===== src/rtl/sha512_message_hasher_top_macros.svh =====
// Assertion macros for the SHA-512 message hasher top level.
// Included by sha512_message_hasher_top; depends on nothing else.
`ifndef SHA512_MESSAGE_HASHER_TOP_MACROS_SVH
`define SHA512_MESSAGE_HASHER_TOP_MACROS_SVH

// Assert that an antecedent implies a consequent on the next clock edge.
`define SHA_ASSERT_NEXT(label, clk, rst_n, ante, cons, msg) \
	label: assert property (@(posedge clk) disable iff (!rst_n) (ante) |=> (cons)) \
		else $error(msg);

// Assert that a condition holds at every clock edge out of reset.
`define SHA_ASSERT_ALWAYS(label, clk, rst_n, cond, msg) \
	label: assert property (@(posedge clk) disable iff (!rst_n) (cond)) \
		else $error(msg);

`endif


===== src/rtl/sha512_pkg.sv =====
// Shared types, constants and functions for the SHA-512 message hasher.
// No dependencies; used by every module of the block by scoped names.
package sha512_pkg;

	localparam int unsigned QueueDepth = 4;
	localparam int unsigned QueueAw    = 2;

	typedef logic [63:0] word_t;

	// One item as it crosses from the front end to the core.
	typedef struct packed {
		logic [63:0] data;
		logic [3:0]  count;
		logic        first;
		logic        last;
	} item_t;

	localparam logic [63:0] InitHash [8] = '{
		64'h6a09e667f3bcc908, 64'hbb67ae8584caa73b, 64'h3c6ef372fe94f82b,
		64'ha54ff53a5f1d36f1, 64'h510e527fade682d1, 64'h9b05688c2b3e6c1f,
		64'h1f83d9abfb41bd6b, 64'h5be0cd19137e2179
	};

	localparam logic [63:0] RoundK [80] = '{
		64'h428a2f98d728ae22, 64'h7137449123ef65cd, 64'hb5c0fbcfec4d3b2f, 64'he9b5dba58189dbbc,
		64'h3956c25bf348b538, 64'h59f111f1b605d019, 64'h923f82a4af194f9b, 64'hab1c5ed5da6d8118,
		64'hd807aa98a3030242, 64'h12835b0145706fbe, 64'h243185be4ee4b28c, 64'h550c7dc3d5ffb4e2,
		64'h72be5d74f27b896f, 64'h80deb1fe3b1696b1, 64'h9bdc06a725c71235, 64'hc19bf174cf692694,
		64'he49b69c19ef14ad2, 64'hefbe4786384f25e3, 64'h0fc19dc68b8cd5b5, 64'h240ca1cc77ac9c65,
		64'h2de92c6f592b0275, 64'h4a7484aa6ea6e483, 64'h5cb0a9dcbd41fbd4, 64'h76f988da831153b5,
		64'h983e5152ee66dfab, 64'ha831c66d2db43210, 64'hb00327c898fb213f, 64'hbf597fc7beef0ee4,
		64'hc6e00bf33da88fc2, 64'hd5a79147930aa725, 64'h06ca6351e003826f, 64'h142929670a0e6e70,
		64'h27b70a8546d22ffc, 64'h2e1b21385c26c926, 64'h4d2c6dfc5ac42aed, 64'h53380d139d95b3df,
		64'h650a73548baf63de, 64'h766a0abb3c77b2a8, 64'h81c2c92e47edaee6, 64'h92722c851482353b,
		64'ha2bfe8a14cf10364, 64'ha81a664bbc423001, 64'hc24b8b70d0f89791, 64'hc76c51a30654be30,
		64'hd192e819d6ef5218, 64'hd69906245565a910, 64'hf40e35855771202a, 64'h106aa07032bbd1b8,
		64'h19a4c116b8d2d0c8, 64'h1e376c085141ab53, 64'h2748774cdf8eeb99, 64'h34b0bcb5e19b48a8,
		64'h391c0cb3c5c95a63, 64'h4ed8aa4ae3418acb, 64'h5b9cca4f7763e373, 64'h682e6ff3d6b2b8a3,
		64'h748f82ee5defb2fc, 64'h78a5636f43172f60, 64'h84c87814a1f0ab72, 64'h8cc702081a6439ec,
		64'h90befffa23631e28, 64'ha4506cebde82bde9, 64'hbef9a3f7b2c67915, 64'hc67178f2e372532b,
		64'hca273eceea26619c, 64'hd186b8c721c0c207, 64'heada7dd6cde0eb1e, 64'hf57d4f7fee6ed178,
		64'h06f067aa72176fba, 64'h0a637dc5a2c898a6, 64'h113f9804bef90dae, 64'h1b710b35131c471b,
		64'h28db77f523047d84, 64'h32caab7b40c72493, 64'h3c9ebe0a15c9bebc, 64'h431d67c49c100d4c,
		64'h4cc5d4becb3e42b6, 64'h597f299cfc657e2a, 64'h5fcb6fab3ad6faec, 64'h6c44198c4a475817
	};

	function automatic logic [63:0] ror64(input logic [63:0] x, input int unsigned n);
		ror64 = (x >> n) | (x << (64 - n));
	endfunction

endpackage


===== src/rtl/sha512_front.sv =====
// Front end: accepts input transactions, clamps the byte count, queues items.
// Depends on sha512_pkg.
module sha512_front (
	input  logic                clk,
	input  logic                arst_n,
	input  logic                in_valid,
	output logic                in_ready,
	input  logic [63:0]         in_data,
	input  logic [3:0]          in_count,
	input  logic                in_first,
	input  logic                in_last,
	output logic                q_valid,
	input  logic                q_ready,
	output sha512_pkg::item_t   q_item
);

	sha512_pkg::item_t mem_q [sha512_pkg::QueueDepth];
	logic [sha512_pkg::QueueAw-1:0] wr_q, rd_q;
	logic [sha512_pkg::QueueAw:0]   cnt_q;
	sha512_pkg::item_t in_item;
	logic push, pop;

	always_comb begin
		in_item.data  = in_data;
		in_item.count = (in_count > 4'd8) ? 4'd8 : in_count;
		in_item.first = in_first;
		in_item.last  = in_last;
	end

	assign in_ready = (cnt_q != (sha512_pkg::QueueAw+1)'(sha512_pkg::QueueDepth));
	assign q_valid  = (cnt_q != '0);
	assign q_item   = mem_q[rd_q];
	assign push     = in_valid && in_ready;
	assign pop      = q_valid && q_ready;

	always_ff @(posedge clk) begin
		if (push) begin
			mem_q[wr_q] <= in_item;
		end
	end

	always_ff @(posedge clk or negedge arst_n) begin
		if (!arst_n) begin
			wr_q  <= '0;
			rd_q  <= '0;
			cnt_q <= '0;
		end else begin
			if (push) begin
				wr_q <= wr_q + 1'b1;
			end
			if (pop) begin
				rd_q <= rd_q + 1'b1;
			end
			cnt_q <= cnt_q + (sha512_pkg::QueueAw+1)'(push) - (sha512_pkg::QueueAw+1)'(pop);
		end
	end

endmodule


===== config.mk =====
export PLATFORM = sky130hd
export DESIGN_NAME = sha512_front
export DESIGN_NICKNAME = d
export VERILOG_FILES = /design/src/rtl/sha512_message_hasher_top_macros.svh /design/src/rtl/sha512_pkg.sv /design/src/rtl/sha512_front.sv
export SDC_FILE = /design/constraint.sdc
export NUM_CORES = 1
export LEC_CHECK = 0
export BUFFER_PORTS_ARGS = -buffer_cell sky130_fd_sc_hd__buf_2
export CORE_MARGIN = 5
export CORE_UTILIZATION = 61
export DETAILED_ROUTE_END_ITERATION = 12
export PLACE_DENSITY = 0.8
export SLEW_MARGIN = 10
export SYNTH_ARGS = -nofsm -noshare
export SYNTH_HDL_FRONTEND = slang
export SYNTH_SLANG_ARGS = --single-unit

===== constraint.sdc =====
create_clock -name clk -period 4.55 [get_ports clk]
set_input_delay 0.2275 -clock clk [delete_from_list [all_inputs] [get_ports clk]]
set_output_delay 0.2275 -clock clk [all_outputs]
set_load 0.01 [all_outputs]

==> flow_summary.json, run 1 <==
{
  "ir_drop_uv": 525,
  "die_width_um": 142,
  "synth_most_common_cell": "sky130_fd_sc_hd__edfxtp_1",
  "power_per_cell_area_nw_per_um2": 628,
  "avgRoutedWirePerCell_um": 21.7,
  "start_kind": "flop",
  "finish.net_count": 724,
  "clock_path_buffers": 3,
  "actual_slew_at_the_worst_max_slew_pin_ns": 1.02,
  "yosys_warnings": 0,
  "timing.critical_path.cells": "buf_4, mux4_2, buf_2",
  "period_minus_slack_ns": 2.89,
  "netlist_instances": 411,
  "ff2ff_path_depth": 3,
  "syn_avg_cell_area_um2": 26.0,
  "routabilityCongestion": 0.786,
  "cts-root-buf": "sky130_fd_sc_hd__clkbuf_16",
  "critPathMaxFanout": 33,
  "ys.flop_type": "sky130_fd_sc_hd__edfxtp_1",
  "placement_rows": 48,
  "number_of_cts_inserted_buffers": 28,
  "number_of_clock_sinks_seen_by_cts": 287,
  "max_clock_freq_mhz": 347,
  "synth.lib_cells_used.distinct": 23,
  "port_buffers": 145,
  "track_usage_pct": 19.7,
  "syn-num-nets": 492,
  "cp.required_ns": 4.32,
  "synth_seq_area_share_pct": 80.4,
  "grt_max_degree": 72,
  "area_growth_syn_to_layout_pct": 23.1,
  "post_synth_main_area_contributors": "sky130_fd_sc_hd__edfxtp_1 79%, sky130_fd_sc_hd__mux4_2 14%, sky130_fd_sc_hd__dfrtp_1 1.6%, sky130_fd_sc_hd__buf_12 1.3%, sky130_fd_sc_hd__ha_1 0.70%",
  "yosys_register_bits": 287,
  "num_antenna_cells": 0,
  "syn-cell-area_um2": 10700,
  "timing.hold.worst.class": "primary input to flop",
  "layout.filler_cells": 910,
  "cp_top_family": "flip-flops",
  "clkSlewWorstSetupHoldPaths_ns": 0.06,
  "timing.final.hold_violations": 0,
  "crit_cells": 3,
  "timing.critical_path.arrival_ns": 2.66,
  "routed_via_density": 5.63,
  "status": "finished clean",
  "cts_setup_buffers": 0,
  "worst-setup-path-type": "flop to output port",
  "hold_depth": 3,
  "post_cts_resized": 0,
  "cts-htree-levels": 1,
  "detail_route.drc_violations": 0,
  "floorplan.initialDensity_pct": 61.9,
  "fraction_of_final_layout_cells_sized_beyond_drive_strength_1_pct": 40.2,
  "worst_path_largest_cell_delay_ns": 0.86,
  "max_cap_viols": 0,
  "ioPinCount": 146,
  "setup-violations-final": 0,
  "drtPass1Iterations": 4,
  "finalClockSkew_ns": 0.0136,
  "antenna_found_initial": 0,
  "yosys.area.top_type": "sky130_fd_sc_hd__edfxtp_1",
  "synth-async-reset-ratio_pct": 2.44,
  "synth_enable_flop_cells": 280,
  "relSlewSlack_pct": 31.7,
  "slowest_stage": "sky130_fd_sc_hd__dfrtp_4",
  "post-synth-top-area-fraction_pct": 78.8,
  "tcrit_tclk_final_pct": 63.4,
  "grt_overflow_total": 0,
  "kind_of_capture_point_of_the_worst_setup_path": "output port",
  "grt_pass1_vias": 5434,
  "power_mw": 8.25,
  "ys_top_cells_by_count": "280 x sky130_fd_sc_hd__edfxtp_1, 68 x sky130_fd_sc_hd__mux4_2, 7 x sky130_fd_sc_hd__buf_12, 7 x sky130_fd_sc_hd__buf_2, 7 x sky130_fd_sc_hd__dfrtp_1",
  "cp_num_buf_inv": 2,
  "setup_repair_after_global_routing_missed_its_margin": "false",
  "tritoncts": "done",
  "leakagePower_nw": 4.57,
  "antenna_violating_nets_post_route": 0,
  "die_h_um": 142,
  "grt_first_pass_wirelength_mm": 30.4,
  "slew_violations": 0,
  "detailed_router_s_first_iteration_violation_count": 315,
  "clk_latency_ns": 0.53,
  "timing.setup.tns_ns": 0,
  "holdBufCountCts": 68,
  "design.die.area_um2": 20200,
  "wirelength_mm": 19.3,
  "route.vias.total": 5009,
  "post-dp-hpwl_mm": 11.2,
  "core_area_um2": 17200
}
[layer usage]
layer  share of wire, %  global-route usage, %  vias up
met2                 51                   32.7      175
li1                   -                      -     2226
met1                 40                   27.3     2574
met3                7.2                   4.44       34
met5                  0                      0        -
met4                2.0                   4.85        0
[layout make-up]
cell class / count / area, um^2 / area share (%)
clock buffer: 32 / 737 / 5.61
clock inverter: 20 / 171 / 1.30
inverter: 6 / 22.5 / 0.171
multi-input combinational: 101 / 1890 / 14.3
sequential: 287 / 8590 / 65.4
tap: 225 / 282 / 2.14
timing repair buffer: 219 / 1450 / 11.0
[layout by cell type, fill, tap and decap left out, drive strengths merged, types with 4 or more instances in the layout]
cell type    synthesis  routed
ha                   6       6
inv                  6       6
nand2b               4       4
dfrtp                7       7
clkinv               0      16
clkbuf               2      32
buf                 15     151
and3b                4       4
mux4                70      70
dlygate4sd3          0      68
edfxtp             280     280
[logic make-up after synthesis]
| logic type | Yosys count | share of synthesized area, % |
|---|---|---|
| buf+inv | 23 | 2.03 |
| xor+xnor | 4 | 0.328 |
| compound gates | 4 | 0.305 |
| simple gates | 16 | 1.16 |
| mux | 70 | 14.8 |
| flops | 287 | 80.4 |
| fa+ha+maj | 7 | 0.891 |
[metrics by stage]
stage	utilization [%]	hold slack [ns]	instance area, um^2	std cells	setup slack (ns)
after floorplan	-	-0.0681	10700	411	1.74
after global placement	67.0	0.0691	11600	770	2.16
after detailed placement	67.0	0.0752	11600	770	2.12
after CTS	76.2	0.0182	13100	890	1.58
after global routing	76.2	0.0298	13100	890	1.46
final	76.2	0.0394	13100	890	1.66
[state kept, by name, indices dropped and copies added (netlist names)]
signal  cells
mem_q     280
cnt_q       3
rd_q        2
wr_q        2
[final timing paths]
| kind | start | endpoint | slack, ns |
|---|---|---|---|
| worst max-delay path | rd_q[0] | q_item[48] | 1.66 |
| min in group asynchronous | arst_n | wr_q[0] | 0.06 |
| max in group asynchronous | arst_n | rd_q[1] | 4.31 |
| worst max register to register | cnt_q[2] | mem_q[1][48] | 2.15 |
| worst min register to register | cnt_q[2] | cnt_q[2] | 0.59 |
| worst min-delay path | q_ready | rd_q[1] | 0.04 |
[worst min-delay path: stages]
cell	delay [ns]
sky130_fd_sc_hd__buf_2	0.12
sky130_fd_sc_hd__o311ai_0	0.11
sky130_fd_sc_hd__xnor2_1	0.07
[where the power goes]
group | leakage (nW) | total, mW | internal (mW) | switching [mW]
registers | 2.65 | 3.85 | 3.49 | 0.358
clock network | 0.447 | 2.24 | 1.33 | 0.911
logic | 1.47 | 2.16 | 1.10 | 1.06
Note: power is estimated with default switching activity, not from simulation.
==> run 2: changes to the inputs <==
--- a/config.mk
+++ b/config.mk
@@ -5,11 +5,12 @@
 export SDC_FILE = /design/constraint.sdc
 export NUM_CORES = 1
 export LEC_CHECK = 0
+export ABC_AREA = 1
 export BUFFER_PORTS_ARGS = -buffer_cell sky130_fd_sc_hd__buf_2
 export CORE_MARGIN = 5
-export CORE_UTILIZATION = 61
+export CORE_UTILIZATION = 58
 export DETAILED_ROUTE_END_ITERATION = 12
-export PLACE_DENSITY = 0.8
+export PLACE_DENSITY = 0.76
 export SLEW_MARGIN = 10
 export SYNTH_ARGS = -nofsm -noshare
 export SYNTH_HDL_FRONTEND = slang
==> constraint.sdc (replaced) <==
create_clock -name clk -period 3 [get_ports clk]
set_input_delay 0.15 -clock clk [delete_from_list [all_inputs] [get_ports clk]]
set_output_delay 0.15 -clock clk [all_outputs]
set_load 0.01 [all_outputs]
==> flow_summary.json, run 2 <==
{
  "clkSlewWorstSetupHoldPaths_ns": 0.06,
  "layoutNonFillerInstCount": 1453,
  "antenna_found_initial": 0,
  "rrSetupSlack_ns": 0.69,
  "setup-violations-final": 0,
  "max_cap_viols": 0,
  "r2r-start": "cnt_q[1]",
  "placed_cell_area_um2": 12400,
  "post-dp-hpwl_mm": 12.7,
  "syn_avg_cell_area_um2": 12.0,
  "cts-htree-levels": 1,
  "sequentialPowerShare_pct": 40.4,
  "grt_max_degree": 213,
  "route.vias.total": 7364,
  "power_per_cell_area_nw_per_um2": 964,
  "power.share.combinational_pct": 33.5,
  "worst_path_largest_cell_delay_ns": 0.59,
  "p_sw_mw": 4.66,
  "floorplan.initialDensity_pct": 58.9,
  "relSlewSlack_pct": 45.0,
  "netlist_instances": 952,
  "leakagePower_nw": 5.68,
  "timing.critical_path.cells": "buf_12, o21ai_0, nand2_1, nand2_1, buf_2",
  "actual_slew_at_the_worst_max_slew_pin_ns": 0.824,
  "ys_top_cells_by_count": "280 x sky130_fd_sc_hd__edfxtp_1, 230 x sky130_fd_sc_hd__nand2_1, 148 x sky130_fd_sc_hd__nor2_1, 115 x sky130_fd_sc_hd__o21ai_0, 87 x sky130_fd_sc_hd__inv_1",
  "pwr-share-clk_pct": 26.1,
  "post_layout_utilization_of_the_core_pct": 72.4,
  "status": "finished clean",
  "post-synth-top-area-fraction_pct": 73.6,
  "power_mw": 13.5,
  "clock_path_buffers": 3,
  "drtPass1Iterations": 5,
  "detailed_router_s_first_iteration_violation_count": 472,
  "post_synth_xor_area_fraction_pct": 0,
  "cp_num_buf_inv": 2,
  "grt_overflow_total": 0,
  "placed_cells": 1329,
  "finish.instance_area_um2": 14000,
  "largest_register_ffs": 280,
  "synth_enable_flop_cells": 280,
  "yosys.area.top_type": "sky130_fd_sc_hd__edfxtp_1",
  "cp_top_family": "buffers and inverters",
  "finalClockSkew_ns": 0.0121,
  "muxShareOfSynthArea_pct": 0,
  "number_of_clock_sinks_seen_by_cts": 287,
  "post_cts_resized": 0,
  "num_antenna_cells": 0,
  "swShare_pct": 34.5,
  "setup_repair_after_global_routing_missed_its_margin": "false",
  "kind_of_capture_point_of_the_worst_setup_path": "output port",
  "cp.required_ns": 2.85,
  "clk_latency_ns": 0.53,
  "ioPinCount": 146,
  "crit_path_start": "rd_q[0]",
  "layout_common_cells": "280 x sky130_fd_sc_hd__edfxtp_1, 230 x sky130_fd_sc_hd__nand2_1, 145 x sky130_fd_sc_hd__buf_2, 144 x sky130_fd_sc_hd__nor2_1, 115 x sky130_fd_sc_hd__o21ai_0",
  "yosys_warnings": 0,
  "main_combinational_cell_family_by_area_after_synthesis": "simple AND/OR/NAND/NOR gates",
  "ys.flop_type": "sky130_fd_sc_hd__edfxtp_1",
  "synth_seq_area_share_pct": 75.2,
  "post_synth_main_area_contributors": "sky130_fd_sc_hd__edfxtp_1 74%, sky130_fd_sc_hd__nand2_1 7.6%, sky130_fd_sc_hd__o21ai_0 5.0%, sky130_fd_sc_hd__nor2_1 4.9%, sky130_fd_sc_hd__inv_1 2.9%",
  "syn-cell-area_um2": 11400,
  "worst-setup-path-type": "flop to output port",
  "grt_first_pass_wirelength_mm": 37.4,
  "area_growth_syn_to_layout_pct": 22.9,
  "detail_route.drc_violations": 0,
  "die_h_um": 150,
  "antenna_violating_nets_post_route": 0,
  "synth.lib_cells_used.distinct": 18,
  "max_clock_freq_mhz": 415,
  "timing.setup.tns_ns": 0,
  "ir_drop_uv": 730,
  "yosys_register_bits": 287,
  "core_area_um2": 19400,
  "top_flop_regs": "mem_q x280, cnt_q x3",
  "cts-root-buf": "sky130_fd_sc_hd__clkbuf_16",
  "holdBufCountCts": 71,
  "synthAdderAreaFrac_pct": 0.833,
  "port_buffers": 145,
  "timing.rr.end": "cnt_q[2]",
  "syn-num-nets": 1033,
  "synth-async-reset-ratio_pct": 2.44,
  "worstSetupEndpoint": "q_item[62]",
  "timing.final.hold_violations": 0,
  "critPathMaxFanout": 212,
  "design.die.area_um2": 22600,
  "number_of_cts_inserted_buffers": 29,
  "period_minus_slack_ns": 2.41,
  "cts_setup_buffers": 0,
  "avgRoutedWirePerCell_um": 16.1,
  "grt_pass1_vias": 7411,
  "crit_cells": 5,
  "tritoncts": "done",
  "timing.hold.worst.class": "primary input to async pin",
  "ff2ff_path_depth": 10,
  "routed_via_density": 5.07,
  "timing.critical_path.arrival_ns": 2.26,
  "wirelength_mm": 23.4,
  "path_common_cell": "sky130_fd_sc_hd__nand2_1",
  "tcrit_tclk_final_pct": 80.4,
  "die_width_um": 150,
  "synthSimpleGateAreaFrac_pct": 12.6,
  "p_int_mw": 8.87,
  "most_common_library_cell_in_the_layout_ignoring_fill_and_taps": "sky130_fd_sc_hd__edfxtp_1",
  "placement_rows": 51,
  "slew_violations": 0,
  "synth_compound_area_share_pct": 6.20,
  "synth_most_common_cell": "sky130_fd_sc_hd__edfxtp_1",
  "start_kind": "flop",
  "finish.net_count": 1247,
  "slowest_stage": "sky130_fd_sc_hd__buf_12",
  "track_usage_pct": 21.0,
  "top_register": "mem_q",
  "fraction_of_final_layout_cells_sized_beyond_drive_strength_1_pct": 17.3,
  "routabilityCongestion": 0.746
}
-- run 2: cell types whose count changed in the layout (fill, tap and decap cells not counted), moves of 25 or more --
cell / before / now
sky130_fd_sc_hd__o21ai_0: 0 / 115
sky130_fd_sc_hd__mux4_2: 68 / 0
sky130_fd_sc_hd__o21ai_1: 0 / 25
sky130_fd_sc_hd__nor2_1: 0 / 144
sky130_fd_sc_hd__nand2_1: 1 / 230
sky130_fd_sc_hd__inv_1: 6 / 86
-- run 2: per-stage QoR --
| step | hold slack (ns) | setup slack, ns |
|---|---|---|
| 2_1_floorplan | -0.146 | -0.0887 |
| 3_3_place_gp | -0.00822 | 0.816 |
| 3_5_place_dp | -0.00726 | 0.695 |
| 4_1_cts | 0.000450 | 0.593 |
| 5_1_grt | 0.0184 | 0.409 |
| 6_report | 0.00899 | 0.588 |
-- run 2: area by class of cell --
class	count	area, um^2
repair buffers	229	1570
multi-input cells	531	2280
clock buffers	35	748
flip-flops and latches	287	8590
clock inverters	18	190
fillers	1294	5360
inverters	88	333
well taps	265	332
-- run 2: worst min-delay path by stage --
| stage | end | slack (ns) | cells past startpoint |
|---|---|---|---|
| floorplan | cnt_q[0] | -0.15 | 0 |
| global placement | rd_q[1] | -0.008 | 1 |
| detailed placement | cnt_q[2] | -0.007 | 1 |
| CTS | cnt_q[2] | 0.0005 | 2 |
| global route | rd_q[0] | 0.02 | 2 |
| finish | cnt_q[2] | 0.009 | 2 |
-- run 2: metal layers --
layer  GRT usage, %  vias to the layer above  share of wire [%]
met5              0                        -                  0
li1               -                     3618                  -
met4           4.57                        0                2.0
met2           37.7                      226                 51
met1           27.0                     3484                 41
met3           3.82                       36                6.4
-- run 2: cells by family after synthesis --
family,count (synthesis)
buffers and inverters,134
DFF,287
adders and majority gates,7
and+or+nand+nor,383
AOI/OAI and AO/OA,141
-- run 2: power by group through the flow --
stage	clock (mW)	combinational, mW	sequential, mW
final	3.53	4.54	5.47
after global routing	3.76	5.15	5.52
after CTS	3.58	4.58	5.47
after detailed placement	0	4.46	5.55
after global placement	0	4.39	5.52
after floorplan	0	2.93	5.54
==> run 3: changes to the inputs <==
--- a/config.mk
+++ b/config.mk
@@ -5,12 +5,12 @@
 export SDC_FILE = /design/constraint.sdc
 export NUM_CORES = 1
 export LEC_CHECK = 0
-export ABC_AREA = 1
+export ABC_AREA = 0
 export BUFFER_PORTS_ARGS = -buffer_cell sky130_fd_sc_hd__buf_2
 export CORE_MARGIN = 5
-export CORE_UTILIZATION = 58
+export CORE_UTILIZATION = 57
 export DETAILED_ROUTE_END_ITERATION = 12
-export PLACE_DENSITY = 0.76
+export PLACE_DENSITY = 0.75
 export SLEW_MARGIN = 10
 export SYNTH_ARGS = -nofsm -noshare
 export SYNTH_HDL_FRONTEND = slang
==> constraint.sdc (replaced) <==
create_clock -name clk -period 2.3 [get_ports clk]
set_input_delay 0.115 -clock clk [delete_from_list [all_inputs] [get_ports clk]]
set_output_delay 0.115 -clock clk [all_outputs]
set_load 0.01 [all_outputs]
==> flow_summary.json, run 3 (synthesis results as in run 1) <==
{
  "antenna_found_initial": 1,
  "floorplan.initialDensity_pct": 57.4,
  "relSlewSlack_pct": 70.1,
  "ff2ff_path_depth": 8,
  "antenna_violating_nets_post_route": 0,
  "route.vias.total": 5040,
  "design.die.area_um2": 21600,
  "power_per_cell_area_nw_per_um2": 1230,
  "cp_top_family": "multiplexers",
  "finalClockSkew_ns": 0.0199,
  "cp_num_buf_inv": 2,
  "layout.filler_cells": 1083,
  "timing.critical_path.arrival_ns": 2.05,
  "post-dp-hpwl_mm": 11.7,
  "finish.net_count": 739,
  "tcrit_tclk_final_pct": 94.0,
  "swShare_pct": 28.5,
  "layout_common_cells": "280 x sky130_fd_sc_hd__edfxtp_1, 145 x sky130_fd_sc_hd__buf_2, 74 x sky130_fd_sc_hd__dlygate4sd3_1, 68 x sky130_fd_sc_hd__mux4_2, 29 x sky130_fd_sc_hd__clkbuf_16",
  "kind_of_capture_point_of_the_worst_setup_path": "output port",
  "ir_drop_uv": 896,
  "routed_via_density": 5.51,
  "most_common_library_cell_in_the_layout_ignoring_fill_and_taps": "sky130_fd_sc_hd__edfxtp_1",
  "drtPass1Iterations": 5,
  "critPathMaxFanout": 34,
  "cts-root-buf": "sky130_fd_sc_hd__clkbuf_16",
  "avgRoutedWirePerCell_um": 21.4,
  "p_sw_mw": 4.66,
  "detailed_router_s_first_iteration_violation_count": 220,
  "p_int_mw": 11.7,
  "tritoncts": "done",
  "power.share.combinational_pct": 29.7,
  "cp.required_ns": 2.18,
  "slew_violations": 0,
  "crit_cells": 3,
  "leakagePower_nw": 4.64,
  "status": "finished clean",
  "routabilityCongestion": 0.764,
  "clkSlewWorstSetupHoldPaths_ns": 0.06,
  "die_width_um": 147,
  "setup_repair_after_global_routing_missed_its_margin": "false",
  "cts-htree-levels": 1,
  "ioPinCount": 146,
  "core_area_um2": 18600,
  "port_buffers": 145,
  "max_clock_freq_mhz": 462,
  "largest_register_ffs": 280,
  "detail_route.drc_violations": 0,
  "multi_input_area_um2": 1890,
  "clk_latency_ns": 0.53,
  "layout.area.seq_um2": 8590,
  "grt_pass1_vias": 5699,
  "number_of_cts_inserted_buffers": 29,
  "worst-setup-path-type": "flop to output port",
  "top_flop_regs": "mem_q x280, cnt_q x3",
  "top_register": "mem_q",
  "die_h_um": 147,
  "fraction_of_final_layout_cells_sized_beyond_drive_strength_1_pct": 40.1,
  "period_minus_slack_ns": 2.16,
  "track_usage_pct": 18.5,
  "timing.critical_path.cells": "buf_12, mux4_1, buf_2",
  "clock_path_buffers": 3,
  "grt_first_pass_wirelength_mm": 31.0,
  "area_growth_syn_to_layout_pct": 25.1,
  "slowest_stage": "sky130_fd_sc_hd__mux4_1",
  "worst_path_largest_cell_delay_ns": 0.61,
  "number_of_clock_sinks_seen_by_cts": 287,
  "timing.setup.tns_ns": 0,
  "wirelength_mm": 19.6,
  "setup-violations-final": 0,
  "grt_overflow_total": 0,
  "grt_max_degree": 71,
  "worst_hold_slack_ns": 0.337,
  "timing.final.hold_violations": 0,
  "start_kind": "flop",
  "actual_slew_at_the_worst_max_slew_pin_ns": 0.448,
  "hold_depth": 2,
  "cts_setup_buffers": 0,
  "timing.hold.worst.class": "primary input to flop",
  "max_cap_viols": 0,
  "sequentialPowerShare_pct": 44.6,
  "placement_rows": 50,
  "pwr-share-clk_pct": 25.6
}
[run 3: cell types whose count changed in the layout (fill, tap and decap cells not counted), moves of 7 or more]
cell                      previous run  this run
sky130_fd_sc_hd__o21ai_1            25         0
sky130_fd_sc_hd__nand2_1           230         1
sky130_fd_sc_hd__inv_1              86         6
sky130_fd_sc_hd__buf_12              3        10
sky130_fd_sc_hd__o21ai_0           115         0
sky130_fd_sc_hd__mux4_2              0        68
sky130_fd_sc_hd__nor2_1            144         0
[run 3: through the flow]
stage / setup slack, ns / power, mW / utilization [%] / cell area (um^2) / std cells
after floorplan: 0.207 / 10.5 / - / 10700 / 411
after global placement: 0.265 / 12.1 / 63.2 / 11700 / 787
after detailed placement: 0.128 / 12.3 / 63.2 / 11700 / 787
after CTS: 0.0889 / 16.6 / 71.8 / 13300 / 913
after global routing: 0.00646 / 17.2 / 71.8 / 13300 / 914
final: 0.138 / 16.4 / 71.8 / 13300 / 914
[run 3: worst paths after layout]
check	startpoint	slack, ns	endpoint
worst max-delay path	rd_q[0]	0.14	q_item[69]
worst min-delay path	in_data[14]	0.34	mem_q[0][20]
worst max register to register	cnt_q[1]	0.15	cnt_q[2]
worst min register to register	cnt_q[2]	0.62	cnt_q[2]
max in group asynchronous	arst_n	1.44	rd_q[1]
min in group asynchronous	arst_n	0.56	cnt_q[1]
[run 3: cell type report]
type / instances / share of cell area, %
inverter: 6 / 0.169
clock buffer: 35 / 5.61
clock inverter: 17 / 0.797
sequential: 287 / 64.4
multi-input combinational: 101 / 14.1
antenna: 1 / 0.0187
tap: 234 / 2.19
timing repair buffer: 233 / 12.7
[run 3: repair_timing]
item,in CTS,in global routing
hold endpoints to repair,291,0
hold buffers,74,0
endpoints found under the setup margin,0,1
resized for setup,0,1
[run 3: power groups by stage]
stage | logic [mW] | clock network [mW] | registers, mW
2_1_floorplan | 3.35 | 0 | 7.19
3_3_place_gp | 4.81 | 0 | 7.32
3_5_place_dp | 4.87 | 0 | 7.42
4_1_cts | 5.01 | 4.30 | 7.32
5_1_grt | 5.26 | 4.55 | 7.39
6_report | 4.87 | 4.19 | 7.31
[run 3: metal layers]
| metal | vias to the layer above | global-route usage, % | wire length [um] |
|---|---|---|---|
| met5 | - | 0 | 0 |
| met2 | 153 | 32.5 | 10300 |
| met3 | 21 | 3.52 | 994 |
| li1 | 2261 | - | - |
| met4 | 0 | 3.90 | 257 |
| met1 | 2605 | 24.7 | 8010 |
[run 3: worst reg2reg max path, delay by kind of cell, from the launching register on]
| family | cells | cell delay [ns] |
|---|---|---|
| adders and majority gates | 3 | 0.79 |
| DFF | 1 | 0.48 |
| xor gates and xnor gates | 2 | 0.35 |
| AOI/OAI and AO/OA | 1 | 0.34 |
| buffers and inverters | 2 | 0.11 |
